===== src/rtl/queue_from_two_stacks_core_assert.svh =====
// ----------------------------------------------------------------------------
// queue_from_two_stacks_core_assert
// assertion macros shared by the queue rtl
// ----------------------------------------------------------------------------
`ifndef QUEUE_FROM_TWO_STACKS_CORE_ASSERT_SVH
`define QUEUE_FROM_TWO_STACKS_CORE_ASSERT_SVH

// same-cycle implication, disabled while reset is asserted
`define QFTS_ASSERT_IMPL(lbl, clk, rstn, ante, cons) \
    lbl: assert property (@(posedge clk) disable iff (!(rstn)) (ante) |-> (cons)) \
        else $error("qfts assertion failed");

// next-cycle implication, disabled while reset is asserted
`define QFTS_ASSERT_NEXT(lbl, clk, rstn, ante, cons) \
    lbl: assert property (@(posedge clk) disable iff (!(rstn)) (ante) |=> (cons)) \
        else $error("qfts assertion failed");

`endif


===== src/rtl/qfts_pkg.sv =====
// ----------------------------------------------------------------------------
// qfts_pkg
// shared constants and types of the two-stack queue
// ----------------------------------------------------------------------------
package qfts_pkg;

    localparam int DEFAULT_DEPTH = 128;
    localparam int DATA_W        = 32;
    localparam int STAT_W        = 2;

    localparam logic OP_ENQUEUE = 1'b0;
    localparam logic OP_DEQUEUE = 1'b1;

    localparam logic [DATA_W-1:0] EMPTY_DATA = '1;
    localparam logic [DATA_W-1:0] ZERO_DATA  = '0;

    typedef enum logic [STAT_W-1:0] {
        STAT_OK    = 2'd0,
        STAT_FULL  = 2'd1,
        STAT_EMPTY = 2'd2
    } status_t;

endpackage


===== src/rtl/qfts_ram.sv =====
// ----------------------------------------------------------------------------
// qfts_ram
// simple dual-port synchronous ram, one write and one registered read port
// ----------------------------------------------------------------------------
module qfts_ram #(
    parameter int WIDTH = qfts_pkg::DATA_W,
    parameter int DEPTH = qfts_pkg::DEFAULT_DEPTH,
    parameter int AW    = (DEPTH > 1) ? $clog2(DEPTH) : 1
) (
    input  logic             aclk,
    input  logic             we,
    input  logic [AW-1:0]    wr_addr,
    input  logic [WIDTH-1:0] wr_data,
    input  logic             re,
    input  logic [AW-1:0]    rd_addr,
    output logic [WIDTH-1:0] rd_data
);
    import qfts_pkg::*;

    logic [WIDTH-1:0] mem [DEPTH];
    logic [WIDTH-1:0] rd_data_reg;

    always_ff @(posedge aclk) begin
        if (we) begin
            mem[wr_addr] <= wr_data;
        end
    end

    // read data holds until the next read
    always_ff @(posedge aclk) begin
        if (re) begin
            rd_data_reg <= mem[rd_addr];
        end
    end

    assign rd_data = rd_data_reg;

endmodule


===== config.mk =====
export PLATFORM = sky130hd
export DESIGN_NAME = qfts_ram
export DESIGN_NICKNAME = d
export VERILOG_FILES = /design/src/rtl/queue_from_two_stacks_core_assert.svh /design/src/rtl/qfts_pkg.sv /design/src/rtl/qfts_ram.sv
export SDC_FILE = /design/constraint.sdc
export NUM_CORES = 2
export LEC_CHECK = 0
export BUFFER_PORTS_ARGS = -buffer_cell sky130_fd_sc_hd__buf_2
export CAP_MARGIN = 30
export CORE_MARGIN = 3
export CORE_UTILIZATION = 35
export DETAILED_ROUTE_END_ITERATION = 8
export PLACE_DENSITY = 0.49
export SYNTH_ARGS = -nofsm -noshare
export SYNTH_HDL_FRONTEND = slang
export SYNTH_SLANG_ARGS = --single-unit

===== constraint.sdc =====
create_clock -name aclk -period 8.4 [get_ports aclk]
set_clock_uncertainty 0.05 [all_clocks]
set_input_delay 1.26 -clock aclk [delete_from_list [all_inputs] [get_ports aclk]]
set_output_delay 1.26 -clock aclk [all_outputs]
set_load 0.02 [all_outputs]

==> impl_metrics.tcl <==
set metrics [dict create \
    die_w_um 675 \
    gp_congestion 0.772 \
    yosysTopAreaCell "edfxtp_1" \
    hold_class "in -> reg" \
    synth.most_common_cell "edfxtp_1" \
    drcViolationCount 0 \
    numPortBuffers 80 \
    place_hpwl_um 248000 \
    regArea_um2 124000 \
    detail-route-antenna-nets 0 \
    drv_slew 0 \
    tns_ps 0 \
    io_pins 81 \
    cts_hold_buffers 0 \
    syn_avg_cell_area_um2 26.1 \
    core_um2 445000 \
    dp_slack_ps 2840 \
    period_needed_ps 4480 \
    critPathKind "in -> reg" \
    fillers 38400 \
    grt_max_degree 129 \
    area.growth.synth_to_final_pct 15.6 \
    die_area_um2 455000 \
    cts-root-buf "clkbuf_16" \
    synthCells 5990 \
    first_global_vias 72900 \
    max_clock_freq_mhz 223 \
    multi_input_area_um2 32300 \
    hold_viol 0 \
    vias 70800 \
    synth_edf_count 4128 \
    grt_pass1_wl_um 628000 \
    die_y_um 675 \
    setup_viol 0 \
    numCtsBuffers 429 \
    first_pass_iters 7 \
    maxCapViolCount 0 \
    ys.warnings.count 0 \
    relSlewSlack_pct 29.5 \
    arrival_ps 5120 \
    track_usage_pct 20.1 \
    vias_per_cell 5.54 \
    p_per_area_nw_per_um2 245 \
    synth_top_area_share_pct 79.2 \
    largest_reg_flops 4096 \
    seq_area_frac_synth_pct 79.2 \
    crit_fanout 81 \
    crit_path_start_kind "primary input" \
    status "finished, final reports clean" \
    cellLeakagePower_nw 54.8 \
    ys_seq_elements 4128 \
    routed_wl_um 460000 \
    path_clk_slew_ps 60 \
    first_iter_violations 8866 \
    clock_latency_ps 990 \
    clock_path_buffers 4 \
    num_rows 245 \
    grt_overflow 0 \
    cts_resized 0 \
    grt_antenna_before_repair 63 \
    syn_area_um2 157000 \
    synth.net_count 6039 \
    cts_tree "built" \
    setup_slack_ps 3920 \
    synth_top_flop_cell "edfxtp_1" \
    cp-end-kind "register" \
    post_cts_buffers 0 \
    vdd_drop_max_mv 0.185 \
    fin_nets 6485 \
    worst_slew_pin_slew_ps 1060 \
    finalCritPeriodShare_pct 53.4 \
    h-tree-depth 5 \
    synth.distinct_cells 16 \
    initial_core_util_pct 35.2 \
    cp.required_ps 9040 \
    yosys-top-cells-count "4128 x edfxtp_1, 1344 x mux4_2, 182 x clkbuf_1" \
    wire_per_inst_um 36.0 \
    rsz0062_at_grt "no" \
    cts.sinks 4128 \
    async_flop_share_pct 0 \
    yosys-top-cells-area "edfxtp_1 79%, mux4_2 19%, clkbuf_1 0.44%" \
    drive_gt1_share_pct 36.2 \
]
[placed cells by master (no fill, tap or decap), drive strengths merged]
| cell type | synthesis | layout |
|---|---|---|
| nor2 | 122 | 122 |
| nand4 | 3 | 3 |
| buf | 134 | 331 |
| inv | 0 | 16 |
| nor2b | 7 | 7 |
| edfxtp | 4128 | 4128 |
| mux2 | 32 | 32 |
| bufinv | 0 | 53 |
| diode | 0 | 61 |
| mux4 | 1344 | 1344 |
| clkinvlp | 0 | 11 |
| clkinv | 0 | 218 |
| clkbuf | 182 | 505 |
| nand3 | 12 | 12 |
| or3 | 1 | 1 |
| nand2 | 14 | 14 |
| nand2b | 2 | 2 |
| nor3 | 9 | 9 |
[final cells by class]
cell class              count  area share (%)
well taps                5928            4.10
flip-flops and latches   4128            68.5
multi-input cells        1546            17.8
diodes                     61          0.0843
clock inverters           298            1.68
repair buffers            331            1.67
clock buffers             505            6.14
[path summary, 6_finish.rpt]
kind	startpoint	end	slack, ps	depth (start not counted)
max reg2reg	mem[45][19]$_DFFE_PP_	rd_data[19]$_DFFE_PP_	5540	4
min reg2reg	mem[80][4]$_DFFE_PP_	rd_data[4]$_DFFE_PP_	1150	4
max	rd_addr[0]	rd_data[19]$_DFFE_PP_	3920	7
min	wr_data[12]	mem[18][12]$_DFFE_PP_	540	1
[per-layer routing]
metal,vias to the layer above,part of all wire [%],wire (µm),GRT usage [%]
li1,27500,-,-,-
met1,40100,40,186000,27.4
met2,2654,50,230000,33.7
met3,579,6.6,30600,3.00
met4,16,3.1,14100,6.07
met5,-,0.022,99,0
[power breakdown]
group | leakage, nW | total, mW | internal, mW | switching [mW]
combinational | 10.7 | 2.28 | 0.835 | 1.45
clock | 6.93 | 19.1 | 11.1 | 8.04
sequential | 37.1 | 22.9 | 22.8 | 0.0790
[through the flow]
| stage | util [%] | cells | hold WS (ps) | power (mW) | instance area [µm²] |
|---|---|---|---|---|---|
| 5_1_grt | 40.6 | 12800 | 487 | 45.6 | 181000 |
| 6_report | 40.6 | 12800 | 538 | 44.3 | 181000 |
| 3_5_place_dp | 37.4 | 11900 | 1140 | 25.6 | 167000 |
| 4_1_cts | 40.6 | 12700 | 547 | 44.7 | 181000 |
| 3_3_place_gp | 37.3 | 11900 | 1150 | 25.6 | 166000 |
| 2_1_floorplan | - | 5990 | 1100 | 24.3 | 157000 |
[kinds of logic after synthesis]
logic type,synth area share (%)
buffers and inverters,0.837
DFF,79.2
muxes,19.6
and+or+nand+nor,0.445
[critical path, cell delays in order]
cell,delay (ps)
buf_12,570
buf_12,450
buf_4,380
mux4_2,550
mux4_2,580
mux4_2,680
mux2_2,360
No activity file was read; power rests on OpenSTA's default activity.
